**config.mk**
```make
export PLATFORM = sky130hd
export DESIGN_NAME = char_lcd_nibble_write_sequencer
export DESIGN_NICKNAME = d
export VERILOG_FILES = /design/src/lcd_seq_pkg.sv /design/src/lcd_seq_front.sv /design/src/lcd_seq_queue.sv /design/src/lcd_seq_back.sv /design/src/char_lcd_nibble_write_sequencer.sv
export SDC_FILE = /design/constraint.sdc
export NUM_CORES = 1
export LEC_CHECK = 0
export BUFFER_PORTS_ARGS = -buffer_cell sky130_fd_sc_hd__buf_4
export CORE_ASPECT_RATIO = 0.8
export CORE_MARGIN = 2
export CORE_UTILIZATION = 55
export DETAILED_ROUTE_END_ITERATION = 12
export PLACE_DENSITY = 0.79
export SETUP_SLACK_MARGIN = 0.2
export SLEW_MARGIN = 20
export SYNTH_ARGS = -nofsm -noshare
export SYNTH_HDL_FRONTEND = slang
export SYNTH_SLANG_ARGS = --single-unit
```
**constraint.sdc**
```tcl
create_clock -name clk -period 6.5 [get_ports clk]
set_input_delay 1.95 -clock clk [delete_from_list [all_inputs] [get_ports clk]]
set_output_delay 1.95 -clock clk [all_outputs]
set_load 0.05 [all_outputs]
```
**src/lcd_seq_pkg.sv**
```systemverilog
package lcd_seq_pkg;

    // input selector codes
    typedef enum logic [2:0] {
        FUNC_TICK = 3'd0,
        FUNC_CMD  = 3'd1,
        FUNC_CHAR = 3'd2,
        FUNC_INIT = 3'd3,
        FUNC_MOVE = 3'd4
    } func_t;

    // what the back end does with a queued word
    typedef enum logic [1:0] {
        KIND_NONE  = 2'd0,
        KIND_TICK  = 2'd1,
        KIND_START = 2'd2
    } kind_t;

    // nibble sequencer phases
    typedef enum logic [2:0] {
        PH_IDLE    = 3'd0,
        PH_HI_EN   = 3'd1,
        PH_HI_WAIT = 3'd2,
        PH_LO_EN   = 3'd3,
        PH_LO_WAIT = 3'd4
    } phase_t;

    // configuration register indexes
    localparam logic [1:0] REG_EN_PULSE   = 2'd0;
    localparam logic [1:0] REG_SHORT_WAIT = 2'd1;
    localparam logic [1:0] REG_LONG_WAIT  = 2'd2;

    localparam int unsigned QUEUE_DEPTH = 2;
    localparam int unsigned QPTR_W      = $clog2(QUEUE_DEPTH);
    localparam int unsigned QCNT_W      = $clog2(QUEUE_DEPTH + 1);

    localparam logic [2:0] INIT_LAST = 3'd5;

    localparam logic [7:0] CMD_CLEAR    = 8'h01;
    localparam logic [7:0] CMD_HOME     = 8'h02;
    localparam logic [7:0] DDRAM_ROW1   = 8'h80;
    localparam logic [7:0] DDRAM_ROW2   = 8'hC0;

    // decoded word handed from front to back
    typedef struct packed {
        kind_t      kind;
        logic [7:0] data_byte;
        logic       rs;
        logic       init;
    } lcd_cmd_t;

    // 4-bit power-up command sequence
    function automatic logic [7:0] init_rom(input logic [2:0] step);
        logic [7:0] b;
        case (step)
            3'd0:    b = 8'h33;
            3'd1:    b = 8'h32;
            3'd2:    b = 8'h28;
            3'd3:    b = 8'h0E;
            3'd4:    b = 8'h01;
            3'd5:    b = 8'h06;
            default: b = 8'h00;
        endcase
        return b;
    endfunction

endpackage

```
**src/lcd_seq_front.sv**
```systemverilog
module lcd_seq_front (
    input  logic                 in_valid,
    output logic                 in_ready,
    input  logic [2:0]           func,
    input  logic [7:0]           value,
    input  logic [1:0]           row,
    input  logic [5:0]           column,
    output logic                 push,
    output lcd_seq_pkg::lcd_cmd_t cmd,
    input  logic                 q_ready
);
    import lcd_seq_pkg::*;

    logic [7:0] base;

    assign in_ready = q_ready;
    assign push     = in_valid && q_ready;
    assign base     = (row == 2'd1) ? DDRAM_ROW1 : DDRAM_ROW2;

    always_comb
    begin
        cmd.kind      = KIND_NONE;
        cmd.data_byte = value;
        cmd.rs        = 1'b0;
        cmd.init      = 1'b0;
        case (func)
            FUNC_TICK:
            begin
                cmd.kind = KIND_TICK;
            end
            FUNC_CMD:
            begin
                cmd.kind = KIND_START;
            end
            FUNC_CHAR:
            begin
                cmd.kind = KIND_START;
                cmd.rs   = 1'b1;
            end
            FUNC_INIT:
            begin
                cmd.kind      = KIND_START;
                cmd.init      = 1'b1;
                cmd.data_byte = init_rom(3'd0);
            end
            FUNC_MOVE:
            begin
                cmd.kind      = KIND_START;
                cmd.data_byte = base + {2'b00, column} - 8'd1;
            end
            default:
            begin
                cmd.kind = KIND_NONE;
            end
        endcase
    end

endmodule

```
**src/lcd_seq_queue.sv**
```systemverilog
module lcd_seq_queue (
    input  logic                  clk,
    input  logic                  rst_n,
    input  logic                  push,
    input  lcd_seq_pkg::lcd_cmd_t push_cmd,
    output logic                  q_ready,
    input  logic                  pop,
    output logic                  q_valid,
    output lcd_seq_pkg::lcd_cmd_t head_cmd
);
    import lcd_seq_pkg::*;

    lcd_cmd_t            mem [QUEUE_DEPTH];
    logic [QPTR_W-1:0]   wr_ptr_reg, wr_ptr_next;
    logic [QPTR_W-1:0]   rd_ptr_reg, rd_ptr_next;
    logic [QCNT_W-1:0]   count_reg, count_next;

    assign q_ready  = (count_reg != QCNT_W'(QUEUE_DEPTH));
    assign q_valid  = (count_reg != '0);
    assign head_cmd = mem[rd_ptr_reg];

    always_comb
    begin
        wr_ptr_next = wr_ptr_reg;
        rd_ptr_next = rd_ptr_reg;
        count_next  = count_reg;
        if (push)
        begin
            wr_ptr_next = (wr_ptr_reg == QPTR_W'(QUEUE_DEPTH - 1)) ? '0 : wr_ptr_reg + 1'b1;
        end
        if (pop)
        begin
            rd_ptr_next = (rd_ptr_reg == QPTR_W'(QUEUE_DEPTH - 1)) ? '0 : rd_ptr_reg + 1'b1;
        end
        if (push && !pop)
        begin
            count_next = count_reg + 1'b1;
        end
        else if (pop && !push)
        begin
            count_next = count_reg - 1'b1;
        end
    end

    always_ff @(posedge clk or negedge rst_n)
    begin
        if (!rst_n)
        begin
            wr_ptr_reg <= '0;
            rd_ptr_reg <= '0;
            count_reg  <= '0;
        end
        else
        begin
            wr_ptr_reg <= wr_ptr_next;
            rd_ptr_reg <= rd_ptr_next;
            count_reg  <= count_next;
        end
    end

    always_ff @(posedge clk)
    begin
        if (push)
        begin
            mem[wr_ptr_reg] <= push_cmd;
        end
    end

    assert property (@(posedge clk) disable iff (!rst_n)
        pop |-> q_valid)
        else $error("queue popped while empty");

    assert property (@(posedge clk) disable iff (!rst_n)
        (push && !pop) |=> (count_reg == $past(count_reg) + 1'b1))
        else $error("queue count lost a push");

    assert property (@(posedge clk) disable iff (!rst_n)
        (count_reg == '0) |-> (wr_ptr_reg == rd_ptr_reg))
        else $error("queue pointers disagree with empty count");

endmodule

```
**src/lcd_seq_back.sv**
```systemverilog
module lcd_seq_back (
    input  logic                  clk,
    input  logic                  rst_n,
    input  logic                  cfg_we,
    input  logic [1:0]            cfg_index,
    input  logic [15:0]           cfg_data,
    input  logic                  q_valid,
    input  lcd_seq_pkg::lcd_cmd_t head_cmd,
    output logic                  pop,
    output logic                  out_valid,
    input  logic                  out_ready,
    output logic                  out_rs,
    output logic                  out_en,
    output logic [3:0]            out_nibble,
    output logic                  out_busy,
    output logic                  out_accepted
);
    import lcd_seq_pkg::*;

    logic [7:0]  en_pulse_reg;
    logic [15:0] short_wait_reg;
    logic [15:0] long_wait_reg;

    phase_t      phase_reg, phase_next;
    logic [15:0] wait_reg, wait_next;
    logic [7:0]  byte_reg, byte_next;
    logic        rs_reg, rs_next;
    logic [2:0]  step_reg, step_next;
    logic        init_reg, init_next;

    logic        out_valid_reg, out_valid_next;
    logic        rs_out_reg;
    logic        en_out_reg;
    logic [3:0]  nibble_out_reg;
    logic        busy_out_reg;
    logic        acc_out_reg;

    logic [15:0] en_len;
    logic [15:0] wait_len;
    logic [15:0] wait_dec;
    logic        acc;

    assign en_len   = {8'd0, (en_pulse_reg == 8'd0) ? 8'd1 : en_pulse_reg};
    assign wait_len = (!rs_reg && (byte_reg == CMD_CLEAR || byte_reg == CMD_HOME))
                    ? ((long_wait_reg == 16'd0) ? 16'd1 : long_wait_reg)
                    : ((short_wait_reg == 16'd0) ? 16'd1 : short_wait_reg);
    assign wait_dec = (wait_reg != 16'd0) ? wait_reg - 16'd1 : 16'd0;

    assign pop            = q_valid && (!out_valid_reg || out_ready);
    assign out_valid_next = pop || (out_valid_reg && !out_ready);

    // next state of the sequencer for the word at the queue head
    always_comb
    begin
        phase_next = phase_reg;
        wait_next  = wait_reg;
        byte_next  = byte_reg;
        rs_next    = rs_reg;
        step_next  = step_reg;
        init_next  = init_reg;
        acc        = 1'b0;
        if (pop)
        begin
            case (head_cmd.kind)
                KIND_TICK:
                begin
                    if (phase_reg != PH_IDLE)
                    begin
                        if (wait_dec != 16'd0)
                        begin
                            wait_next = wait_dec;
                        end
                        else
                        begin
                            case (phase_reg)
                                PH_HI_EN:
                                begin
                                    phase_next = PH_HI_WAIT;
                                    wait_next  = wait_len;
                                end
                                PH_HI_WAIT:
                                begin
                                    phase_next = PH_LO_EN;
                                    wait_next  = en_len;
                                end
                                PH_LO_EN:
                                begin
                                    phase_next = PH_LO_WAIT;
                                    wait_next  = wait_len;
                                end
                                default:
                                begin
                                    if (init_reg && step_reg < INIT_LAST)
                                    begin
                                        step_next  = step_reg + 3'd1;
                                        byte_next  = init_rom(step_reg + 3'd1);
                                        rs_next    = 1'b0;
                                        phase_next = PH_HI_EN;
                                        wait_next  = en_len;
                                    end
                                    else
                                    begin
                                        init_next  = 1'b0;
                                        phase_next = PH_IDLE;
                                        wait_next  = 16'd0;
                                    end
                                end
                            endcase
                        end
                    end
                end
                KIND_START:
                begin
                    if (phase_reg == PH_IDLE)
                    begin
                        byte_next  = head_cmd.data_byte;
                        rs_next    = head_cmd.rs;
                        phase_next = PH_HI_EN;
                        wait_next  = en_len;
                        acc        = 1'b1;
                        if (head_cmd.init)
                        begin
                            init_next = 1'b1;
                            step_next = 3'd0;
                        end
                    end
                end
                default:
                begin
                    acc = 1'b0;
                end
            endcase
        end
    end

    always_ff @(posedge clk or negedge rst_n)
    begin
        if (!rst_n)
        begin
            en_pulse_reg   <= 8'd1;
            short_wait_reg <= 16'd100;
            long_wait_reg  <= 16'd2000;
        end
        else if (cfg_we)
        begin
            case (cfg_index)
                REG_EN_PULSE:   en_pulse_reg   <= cfg_data[7:0];
                REG_SHORT_WAIT: short_wait_reg <= cfg_data;
                REG_LONG_WAIT:  long_wait_reg  <= cfg_data;
                default:        en_pulse_reg   <= en_pulse_reg;
            endcase
        end
    end

    always_ff @(posedge clk or negedge rst_n)
    begin
        if (!rst_n)
        begin
            phase_reg     <= PH_IDLE;
            wait_reg      <= 16'd0;
            byte_reg      <= 8'd0;
            rs_reg        <= 1'b0;
            step_reg      <= 3'd0;
            init_reg      <= 1'b0;
            out_valid_reg <= 1'b0;
        end
        else
        begin
            phase_reg     <= phase_next;
            wait_reg      <= wait_next;
            byte_reg      <= byte_next;
            rs_reg        <= rs_next;
            step_reg      <= step_next;
            init_reg      <= init_next;
            out_valid_reg <= out_valid_next;
        end
    end

    // pin levels after this word
    always_ff @(posedge clk)
    begin
        if (pop)
        begin
            rs_out_reg     <= rs_next;
            en_out_reg     <= (phase_next == PH_HI_EN || phase_next == PH_LO_EN);
            nibble_out_reg <= (phase_next == PH_HI_EN || phase_next == PH_HI_WAIT)
                            ? byte_next[7:4] : byte_next[3:0];
            busy_out_reg   <= (phase_next != PH_IDLE);
            acc_out_reg    <= acc;
        end
    end

    assign out_valid    = out_valid_reg;
    assign out_rs       = rs_out_reg;
    assign out_en       = en_out_reg;
    assign out_nibble   = nibble_out_reg;
    assign out_busy     = busy_out_reg;
    assign out_accepted = acc_out_reg;

    assert property (@(posedge clk) disable iff (!rst_n)
        (phase_reg == PH_IDLE) |-> (wait_reg == 16'd0 && !init_reg))
        else $error("idle sequencer holds a count or init flag");

    assert property (@(posedge clk) disable iff (!rst_n)
        (phase_reg != PH_IDLE) |-> (wait_reg != 16'd0))
        else $error("active phase with an empty counter");

    assert property (@(posedge clk) disable iff (!rst_n)
        (pop && acc) |=> (out_valid_reg && acc_out_reg && en_out_reg && busy_out_reg))
        else $error("accepted word did not start the high nibble");

    assert property (@(posedge clk) disable iff (!rst_n)
        (out_valid_reg && !out_ready) |=> $stable(acc_out_reg) && $stable(nibble_out_reg))
        else $error("stalled result changed");

endmodule

```
**src/char_lcd_nibble_write_sequencer.sv**
```systemverilog
// Character LCD write sequencer for a 4-bit HD44780-style bus. Each input word
// carries a selector in s_axis_tuser: tick, command byte, character byte, run
// init or cursor move. A write, init or move taken while the display is idle
// starts the high nibble at once (en high in that result) and is flagged as
// accepted; one sent while busy is dropped with accepted low. Every nibble is
// an enable pulse of REG_EN_PULSE ticks followed by a wait, long after clear
// or home commands and short otherwise; a register value of zero counts as one.
// Init plays the six-command 4-bit power-up sequence. Every input word yields
// exactly one result word with the pin levels after that word. It takes one
// word per clock while m_axis_tready holds no result back; each word passes
// the decode queue, then the result register. The front decodes into a
// two-entry queue so input flows while a result waits, until the queue fills.
module char_lcd_nibble_write_sequencer (
    input  logic        clk,
    input  logic        rst_n,
    // configuration writes
    input  logic        cfg_we,
    input  logic [1:0]  cfg_index,
    input  logic [15:0] cfg_data,
    // input words
    input  logic        s_axis_tvalid,
    output logic        s_axis_tready,
    input  logic [15:0] s_axis_tdata,   // value[7:0], row[9:8], column[15:10]
    input  logic [2:0]  s_axis_tuser,   // func[2:0]
    // result words
    output logic        m_axis_tvalid,
    input  logic        m_axis_tready,
    output logic [7:0]  m_axis_tdata,   // rw[0], en[1], data_nibble[5:2], busy_res[6], accepted[7]
    output logic [0:0]  m_axis_tuser    // rs[0]
);
    import lcd_seq_pkg::*;

    lcd_cmd_t   push_cmd;
    lcd_cmd_t   head_cmd;
    logic       push;
    logic       q_ready;
    logic       q_valid;
    logic       pop;
    logic       out_rs;
    logic       out_en;
    logic [3:0] out_nibble;
    logic       out_busy;
    logic       out_accepted;

    // decode the selector and build the byte to send
    lcd_seq_front u_front (
        .in_valid (s_axis_tvalid),
        .in_ready (s_axis_tready),
        .func     (s_axis_tuser),
        .value    (s_axis_tdata[7:0]),
        .row      (s_axis_tdata[9:8]),
        .column   (s_axis_tdata[15:10]),
        .push     (push),
        .cmd      (push_cmd),
        .q_ready  (q_ready)
    );

    // short queue between decode and the nibble sequencer
    lcd_seq_queue u_queue (
        .clk      (clk),
        .rst_n    (rst_n),
        .push     (push),
        .push_cmd (push_cmd),
        .q_ready  (q_ready),
        .pop      (pop),
        .q_valid  (q_valid),
        .head_cmd (head_cmd)
    );

    // timing registers, phase counter and result register
    lcd_seq_back u_back (
        .clk          (clk),
        .rst_n        (rst_n),
        .cfg_we       (cfg_we),
        .cfg_index    (cfg_index),
        .cfg_data     (cfg_data),
        .q_valid      (q_valid),
        .head_cmd     (head_cmd),
        .pop          (pop),
        .out_valid    (m_axis_tvalid),
        .out_ready    (m_axis_tready),
        .out_rs       (out_rs),
        .out_en       (out_en),
        .out_nibble   (out_nibble),
        .out_busy     (out_busy),
        .out_accepted (out_accepted)
    );

    // rw is tied low: the block only writes
    assign m_axis_tdata = {out_accepted, out_busy, out_nibble, out_en, 1'b0};
    assign m_axis_tuser = out_rs;

endmodule
```
Yosys cells after proc, flatten, opt, wreduce, memory -nomap -nowiden --
Memories as Yosys holds them, arrays and structs flattened. Cells that the tools add are included.
Storage, ports and cells: flip-flop bits (word level) 85, memory bits (writable) 24, input bits 42, output and inout bits 11, logic and storage cells 158, memories 1
Memories:
- u_queue.mem | depth 2, bits a word 12, rd ports 1, clocked after Yosys merged registers in 0, wr ports 1, line lcd_seq_queue.sv:13 | lcd_cmd_t mem [QUEUE_DEPTH];
Operators by class: $add $sub $neg 8, magnitude comparators 1, equality and inequality tests 30, multiplexer cells 60, reduce and logical (&&, ||, !) cells 40
Operator list (count):
- 16-bit 2-to-1 mux | 7
- 8-bit 2-to-1 mux | 8
- 16-bit case mux with 2 select lines | 2
- 6-bit case mux with 6 select lines | 1
- 16-bit zero test | 2
- 8-bit case mux with 2 select lines | 2
- 16-bit nonzero test | 2
- 3-bit 2-to-1 mux | 10
- 3-bit by 2-bit == test with 1-bit output (second input constant) | 8
- 1-bit 2-to-1 mux | 20
- 8-bit AND reduction | 2
- 16-bit by 1-bit subtractor with 16-bit output (second input constant) | 1
- 3-bit by 1-bit == test with 1-bit output (second input constant) | 4
- 3-bit case mux with 2 select lines | 2
- 2-bit != test (second input constant) | 5
- 3-bit == test (second input constant) | 3
- 3-bit zero test | 3
- 3-bit case mux with 3 select lines | 1
- 8-bit by 6-bit adder with 8-bit output | 1
- 8-bit by 1-bit == test with 1-bit output (second input constant) | 1
- 8-bit by 2-bit == test with 1-bit output (second input constant) | 1
- 8-bit zero test | 1
- 8-bit by 1-bit subtractor with 8-bit output (second input constant) | 1
- 1-bit logical AND | 7
- 23 further kinds | 44

Depth between registers and ports, before layout --
Gate-level depths: netlist of run 1.
depth after elaboration 11, mapped depth 14

Modules after synthesis --
From an unflattened synthesis of run 1, not the netlist that was laid out.
Second synthesis, totals: cells, all modules 531, area, all modules 5969.5 um^2
By module, submodules not included:
- lcd_seq_back | instances 1, cells each 426, area each 4509.3 um^2, seq. area each 2079.5 um^2
- lcd_seq_queue | instances 1, cells each 53, area each 1089.8 um^2, seq. area each 820.8 um^2
- lcd_seq_front | instances 1, cells each 47, area each 336.6 um^2, seq. area each 0.0 um^2
- char_lcd_nibble_write_sequencer | instances 1, cells each 5, area each 33.8 um^2, seq. area each 0.0 um^2

Worst setup path after synthesis of run 1 --
No wires, ideal clock.
kind input to register, start in m_axis_tready, end reg u_back.nibble_out_reg[1], in the netlist u_back.out_nibble[1] (data pin), data arrival time 3.843 ns, data required time 6.240 ns, slack 2.397 ns, stages on the path 10, buffers on the path 1, cells stage by stage nor2b_1 -> or3_1 -> clkbuf_1 -> nor2_1 -> o21ai_0 -> o311a_2 -> a21oi_2 -> xnor2_1 -> nor2_2 -> mux2_2
Between the ends: longest elaborated chain between the ends 6
Ends and longest elaborated chain:
- from (decl) | line char_lcd_nibble_write_sequencer.sv:27 | input logic m_axis_tready,
- 1-bit logical OR (*) | line lcd_seq_back.sv:49 | assign pop = q_valid && (!out_valid_reg || out_ready);
- 1-bit logical AND (*) | line lcd_seq_back.sv:49
- 3-bit 2-to-1 mux | line lcd_seq_back.sv:62 | if (pop)
- 3-bit by 1-bit == test with 1-bit output / 3-bit by 2-bit == test with 1-bit output (equally long branches) | line lcd_seq_back.sv:186 | nibble_out_reg <= (phase_next == PH_HI_EN || phase_next == PH_HI_WAIT)
- 1-bit logical OR | line lcd_seq_back.sv:186
- 4-bit 2-to-1 mux (*) | line lcd_seq_back.sv:187 | ? byte_next[7:4] : byte_next[3:0];
- to (signal assigned) | line lcd_seq_back.sv:186
- to (decl) | line lcd_seq_back.sv:34 | logic [3:0] nibble_out_reg;
Every way passes the cells marked *; elsewhere a longest branch is shown, timed or not. A chain may end at the register's enable or synchronous reset.

Worst setup path after layout of run 1 --
start in m_axis_tready, end reg u_back.nibble_out_reg[0], in the netlist u_back.out_nibble[0] (data pin)
Same word-level chain as after synthesis.

==> results of run 1 <==
## layer usage
| layer | track usage, % | up-vias | part of all wire, % |
|---|---|---|---|
| met3 | 5.806 | 20 | 6.7 |
| met1 | 31.63 | 2136 | 46 |
| met4 | 10.12 | 0 | 1.8 |
| li1 | - | 2077 | - |
| met5 | 0 | - | 0 |
| met2 | 36.78 | 182 | 45 |
## power by group
part	internal, mW	total [mW]	switching, mW
combinational	0.468	1.16	0.690
sequential	0.927	1.12	0.192
clock	0.327	0.580	0.252
## layout by cell type, fill, tap and decap left out, types with 3 or more instances in the layout
cell type	n
a211oi_1	4
a21o_1	4
a21oi_1	38
a22oi_1	3
a31oi_1	3
and2_1	5
and3_1	6
buf_4	52
clkbuf_16	10
clkinv_4	3
dfrtp_1	67
dfstp_2	10
edfxtp_1	32
ha_1	10
inv_1	17
mux2_1	3
mux2_2	59
mux2i_1	13
nand2_1	38
nand2b_1	5
nand3_1	5
nand3b_1	4
nand4_1	4
nor2_1	48
nor2b_1	7
nor3_1	18
nor3_2	3
nor4_1	12
o21ai_0	40
o22ai_1	5
xnor2_1	13
xor2_1	7
## cell type report
type / count / share of cell area (%)
multi-input combinational: 398 / 41.89
clock inverter: 5 / 0.9821
sequential: 109 / 43.78
inverter: 17 / 0.9632
clock buffer: 11 / 3.853
timing repair buffer: 52 / 5.892
tap: 140 / 2.644
## worst max-delay path by stage
stage                                                end  slack [ps]  cells after the start
final                     u_back.out_nibble[0]$_DFFE_PP_        2450                     10
after global routing      u_back.out_nibble[0]$_DFFE_PP_        2340                     10
after global placement    u_back.out_nibble[1]$_DFFE_PP_        2190                     10
after floorplan           u_back.out_nibble[1]$_DFFE_PP_        2400                     10
after CTS                 u_back.out_nibble[2]$_DFFE_PP_        2490                     10
after detailed placement  u_back.out_nibble[2]$_DFFE_PP_        2120                     10
## logic make-up (layout without fill, tap and decap cells)
logic type / Yosys count / after routing / share of synthesized area [%]
mux: 75 / 75 / 14.17
xor+xnor: 20 / 20 / 2.996
flops: 109 / 109 / 49.60
simple gates: 174 / 174 / 15.73
other cells: 1 / 1 / 0.06414
fa+ha+maj: 10 / 10 / 2.140
buf+inv: 41 / 85 / 3.103
compound gates: 118 / 118 / 12.20
## stage by stage
step / power [mW] / utilization [%] / hold WS, ps
after global placement: 2.213 / 61.23 / 480.4
final: 2.857 / 64.44 / 502.0
after CTS: 2.850 / 64.39 / 497.8
after detailed placement: 2.264 / 61.28 / 483.3
after global routing: 3.034 / 64.44 / 506.3
after floorplan: 1.977 / - / 460.8
==> results.yml, run 1 <==
outcome:
  status: "complete, no violations"
die:
  pin_count: 53
  die_x_um: 119.3
  die_h_um: 96.22
  initial_core_util_pct: 56.87
  core_sq_um: 10280
  dieArea_sq_um: 11480
  num_rows: 33
critical_path:
  r2r-start: "u_queue.rd_ptr_reg$_DFFE_PN0P_"
  crit_path_cell_trace: "buf_4, nor2b_1, or3_1, nor2_1, inv_1, o311a_1, nor3_2, xnor2_1, nor2_2, mux2_1"
  rr_worst_depth: 11
  worstSetupEndpointType: "flip-flop"
  critPathLaunchType: "input port"
  cp.arrival_ps: 4150
  cpMaxStageDelayCell: "or3_1"
  r2r-end: "u_back.out_nibble[0]$_DFFE_PP_"
  required_ps: 6600
  critPathMaxStageDelay_ps: 470
  rrSetupSlack_ps: 2690
  path_delay_family: "simple AND/OR/NAND/NOR gates"
  critPathMaxFanout: 8
  crit_path_start: "m_axis_tready"
  crit_buf_inv: 2
  setup.worst_path.class: "in -> reg"
timing:
  fin_ws_ps: 2449
  slew_violations: 0
  max_freq_ghz: 0.2468
  finalSetupViolations: 0
  fin_worst_skew_ps: 13.72
  finalSetupTns_ps: 0
  rsz0062_at_grt: "no"
  period_needed_ps: 4051
  maxSlewHeadroom_pct: 35.40
  tightestPinTransition_ps: 969.0
  hold_viol_final: 0
  fin_crit_sh_pct: 62.33
yosys:
  avgSynthCellArea_sq_um: 10.67
  synthFlopType: "dfrtp_1"
  yosys.area.top_type_share_pct: 28.68
  yosysTopAreaCell: "dfrtp_1"
  ys_async_sr_fraction_pct: 70.64
  synth.area.top_cells: "dfrtp_1 29%, edfxtp_1 16%, mux2_2 11%"
  ys.warnings.count: 0
  yosys.cell_types.count: 65
  synth_area_sq_um: 5847
  synth-edff-count: 32
  synth_fp_nets: 600
  ys_seq_elements: 109
  yosysMostFrequentCell: "dfrtp_1"
  ys_top_cells_by_count: "67 x dfrtp_1, 59 x mux2_2, 48 x nor2_1, 40 x o21ai_0"
  ys_seq_area_share_pct: 49.60
  synth_cells: 548
drt:
  wl_per_cell_um: 17.40
  vias_per_cell: 6.031
  drt_iter0_drc: 334
  first_pass_iters: 5
  wl_mm: 12.74
  drc: 0
  vias: 4415
  antenna_left: 0
hold_path:
  hold_end: "u_queue.wr_ptr_reg$_DFFE_PN0P_"
  hp-class: "reg -> reg"
  min_from: "u_queue.wr_ptr_reg$_DFFE_PN0P_"
  holdPathStages: 1
global_route:
  grt_pass1_wl_mm: 21.14
  grt_pass1_vias: 4379
  antenna_found_initial: 0
  grt_max_degree: 78
  grt-ovfl-total: 0
  grtUsageTotal_pct: 23.53
placed_design:
  port_buffers: 51
  dpl_worst_slack_ps: 2116
  dp_hpwl_mm: 9.063
  dpl_cell_area_sq_um: 6300
  place_inst: 716
  place.gp.congestion: 0.9079
layout:
  antenna_cells: 0
  nNetsFinal: 639
  drive_gt1_share_pct: 26.01
  fin_cells: 732
  syn2layout_area_growth_pct: 13.31
  nFillCells: 784
  largest_register_ffs: 24
  regMostFlops: "u_queue.mem"
  layout.area.seq_sq_um: 2900
  multi_input_area_sq_um: 2775
  final_area_sq_um: 6625
cts:
  ctsResizeCount: 0
  numClockSinks: 109
  clkTransAtPathRegs_ps: 70
  cts-root-buf: "clkbuf_16"
  hold_buffers: 0
  htreeDepth: 3
  cts_tree: "built"
  cts_made_buffers: 9
  clk_path_buf_depth: 2
  clk_latency_ps: 360
  postCtsSetupRepairBufs: 0
pwr:
  irDropWorstVdd_mv: 0.2481
  leakagePower_nw: 2.806
  pwr_density_cell_nw_per_um2: 431.3
job:
  drv_cap: 0
Power figures use the tool's default switching activity.
==> inputs of run 2 (changes only) <==
--- a/config.mk
+++ b/config.mk
@@ -8,9 +8,9 @@
 export BUFFER_PORTS_ARGS = -buffer_cell sky130_fd_sc_hd__buf_4
 export CORE_ASPECT_RATIO = 0.8
 export CORE_MARGIN = 2
-export CORE_UTILIZATION = 55
+export CORE_UTILIZATION = 54
 export DETAILED_ROUTE_END_ITERATION = 12
-export PLACE_DENSITY = 0.79
+export PLACE_DENSITY = 0.8
 export SETUP_SLACK_MARGIN = 0.2
 export SLEW_MARGIN = 20
 export SYNTH_ARGS = -nofsm -noshare
==> constraint.sdc (replaced) <==
create_clock -name clk -period 3.3 [get_ports clk]
set_input_delay 0.99 -clock clk [delete_from_list [all_inputs] [get_ports clk]]
set_output_delay 0.99 -clock clk [all_outputs]
set_load 0.05 [all_outputs]
==> run 2 against run 1 <==
  * The run now ends with negative setup slack left
  * Combinational power grew 130%
  * Count of clock-buffer cells in the layout shrank 2
  * Routed wire length grew 4.7%
  * Clock skew shrank 3.1 ps
  * Global-route usage grew 0.15 points
  * Utilization grew 2.6 points
  * Critical path depth grew 2
  * Sequential share of layout area shrank 2.2 points
  * Largest power group unchanged
  * Highest routed layer unchanged
==> results.yml, run 2 (synthesis gave the netlist of run 1 again) <==
job:
  drv_cap: 0
critical_path:
  cpMaxStageDelayCell: "or4b_4"
  critPathMaxStageDelay_ps: 490
  crit_path_start: "u_back.wait_reg[0]$_DFFE_PN0P_"
  required_ps: 3410
  crit_top_cell: "mux2_4"
  r2r-start: "u_back.wait_reg[0]$_DFFE_PN0P_"
  worstSetupEndpointType: "flip-flop"
  critPathLaunchType: "flip-flop"
  crit_buf_inv: 2
  cp.arrival_ps: 3530
  path_delay_family: "simple AND/OR/NAND/NOR gates"
  critPathMaxFanout: 4
  crit_path_cell_trace: "inv_1, ha_2, or4b_4, nor3_4, mux2_4, a211o_4, o311a_1, nor3_2, xnor2_1, nor2_2, buf_6, mux2_4"
  setup.worst_path.class: "reg -> reg"
hold_path:
  hp-class: "reg -> reg"
  min_from: "u_queue.wr_ptr_reg$_DFFE_PN0P_"
layout:
  layout_commonest_cell: "buf_4"
  final_cell_mix: "90 x buf_4, 67 x dfrtp_1, 57 x mux2_2"
  drive_gt1_share_pct: 32.44
  final_util_pct: 66.99
  antenna_cells: 0
  nFillCells: 766
  syn2layout_area_growth_pct: 19.22
  multi_input_area_sq_um: 2849
  layout.area.seq_sq_um: 2900
  regMostFlops: "u_queue.mem"
  nNetsFinal: 679
  largest_register_ffs: 24
timing:
  tightestPinTransition_ps: 963.7
  max_freq_ghz: 0.2921
  period_needed_ps: 3423
  slew_violations: 0
  rsz0062_at_grt: "yes"
  fin_crit_sh_pct: 103.7
  hold_viol_final: 0
  finalSetupViolations: 4
  maxSlewHeadroom_pct: 35.75
  fin_ws_ps: -123.0
  finalSetupTns_ps: -476.0
  fin_worst_skew_ps: 10.66
drt:
  drc: 0
  wl_mm: 13.34
  antenna_left: 0
  vias_per_cell: 5.918
  vias: 4569
  drt_iter0_drc: 258
  first_pass_iters: 5
  wl_per_cell_um: 17.28
global_route:
  grt_pass1_vias: 4540
  grt-ovfl-total: 0
  grt_max_degree: 78
  grt_pass1_wl_mm: 21.99
  grtUsageTotal_pct: 23.68
  antenna_found_initial: 0
cts:
  clkTransAtPathRegs_ps: 80
  clk_latency_ps: 360
  htreeDepth: 3
  cts-root-buf: "clkbuf_16"
  cts_made_buffers: 9
  numClockSinks: 109
  cts_tree: "built"
  clk_path_buf_depth: 2
die:
  die_h_um: 97.07
  die_x_um: 120.3
  initial_core_util_pct: 56.19
  dieArea_sq_um: 11680
  pin_count: 53
  num_rows: 33
  core_sq_um: 10410
pwr:
  leakagePower_nw: 2.990
  pwr_density_cell_nw_per_um2: 837.9
  power_mw: 5.841
  irDropWorstVdd_mv: 0.4183
placed_design:
  port_buffers: 51
  dp_hpwl_mm: 9.638
  place.gp.congestion: 0.9617
  dpl_worst_slack_ps: -28.75
outcome:
  status: "finished with violations"
  violations: "negative setup slack"
## run 2: cell count changes in the layout (fill, tap and decap cells not counted), sizes merged
cell,delta
buf,+40
clkbuf,-2
bufinv,-1
clkinv,+1
clkinvlp,+1
inv,+1
## run 2: repair_timing
item                                    CTS  global route
endpoints found under the setup margin    7            17
endpoints found under the hold margin     0             0
hold buffers                              0             0
buffers inserted                          1             9
resized for setup                         2            16
pin swaps                                 0             4
## run 2: worst paths after layout
check	slack, ps	depth (start not counted)	endpoint
setup / recovery	-120	12	u_back.out_nibble[0]$_DFFE_PP_
hold / removal	500	1	u_queue.wr_ptr_reg$_DFFE_PN0P_
setup reg to reg	-120	12	u_back.out_nibble[0]$_DFFE_PP_
hold reg to reg	500	1	u_queue.wr_ptr_reg$_DFFE_PN0P_
max in group asynchronous	1890	1	u_back.byte_reg[0]$_DFF_PN0_
min in group asynchronous	780	1	u_back.long_wait_reg[5]$_DFFE_PN0P_
## run 2: report_power, final
part	total (mW)	internal (mW)	switching, mW
clock network	1.03	0.521	0.505
registers	2.11	1.83	0.289
logic	2.70	1.15	1.55
## run 2: cell type report
| cell class | instances | area share, % |
|---|---|---|
| flip-flops and latches | 109 | 41.61 |
| repair buffers | 92 | 10.02 |
| multi-input cells | 398 | 40.87 |
| well taps | 140 | 2.513 |
| clock buffers | 9 | 3.231 |
| inverters | 17 | 0.9155 |
| clock inverters | 7 | 0.8437 |
## run 2: metal layers
layer  vias up  GRT usage (%)  share of wire [%]
met3        19          5.516                6.6
li1       2155              -                  -
met1      2212          32.72                 45
met5         -              0                  0
met2       183          37.63                 47
met4         0          6.798                1.4
## run 2: metrics by stage
stage	hold slack [ps]	instance area, sq um	instances
after global routing	521.1	6970	772
after detailed placement	484.5	6534	746
final	500.5	6970	772
after CTS	499.1	6834	763
after floorplan	460.8	5869	548
after global placement	477.3	6534	746
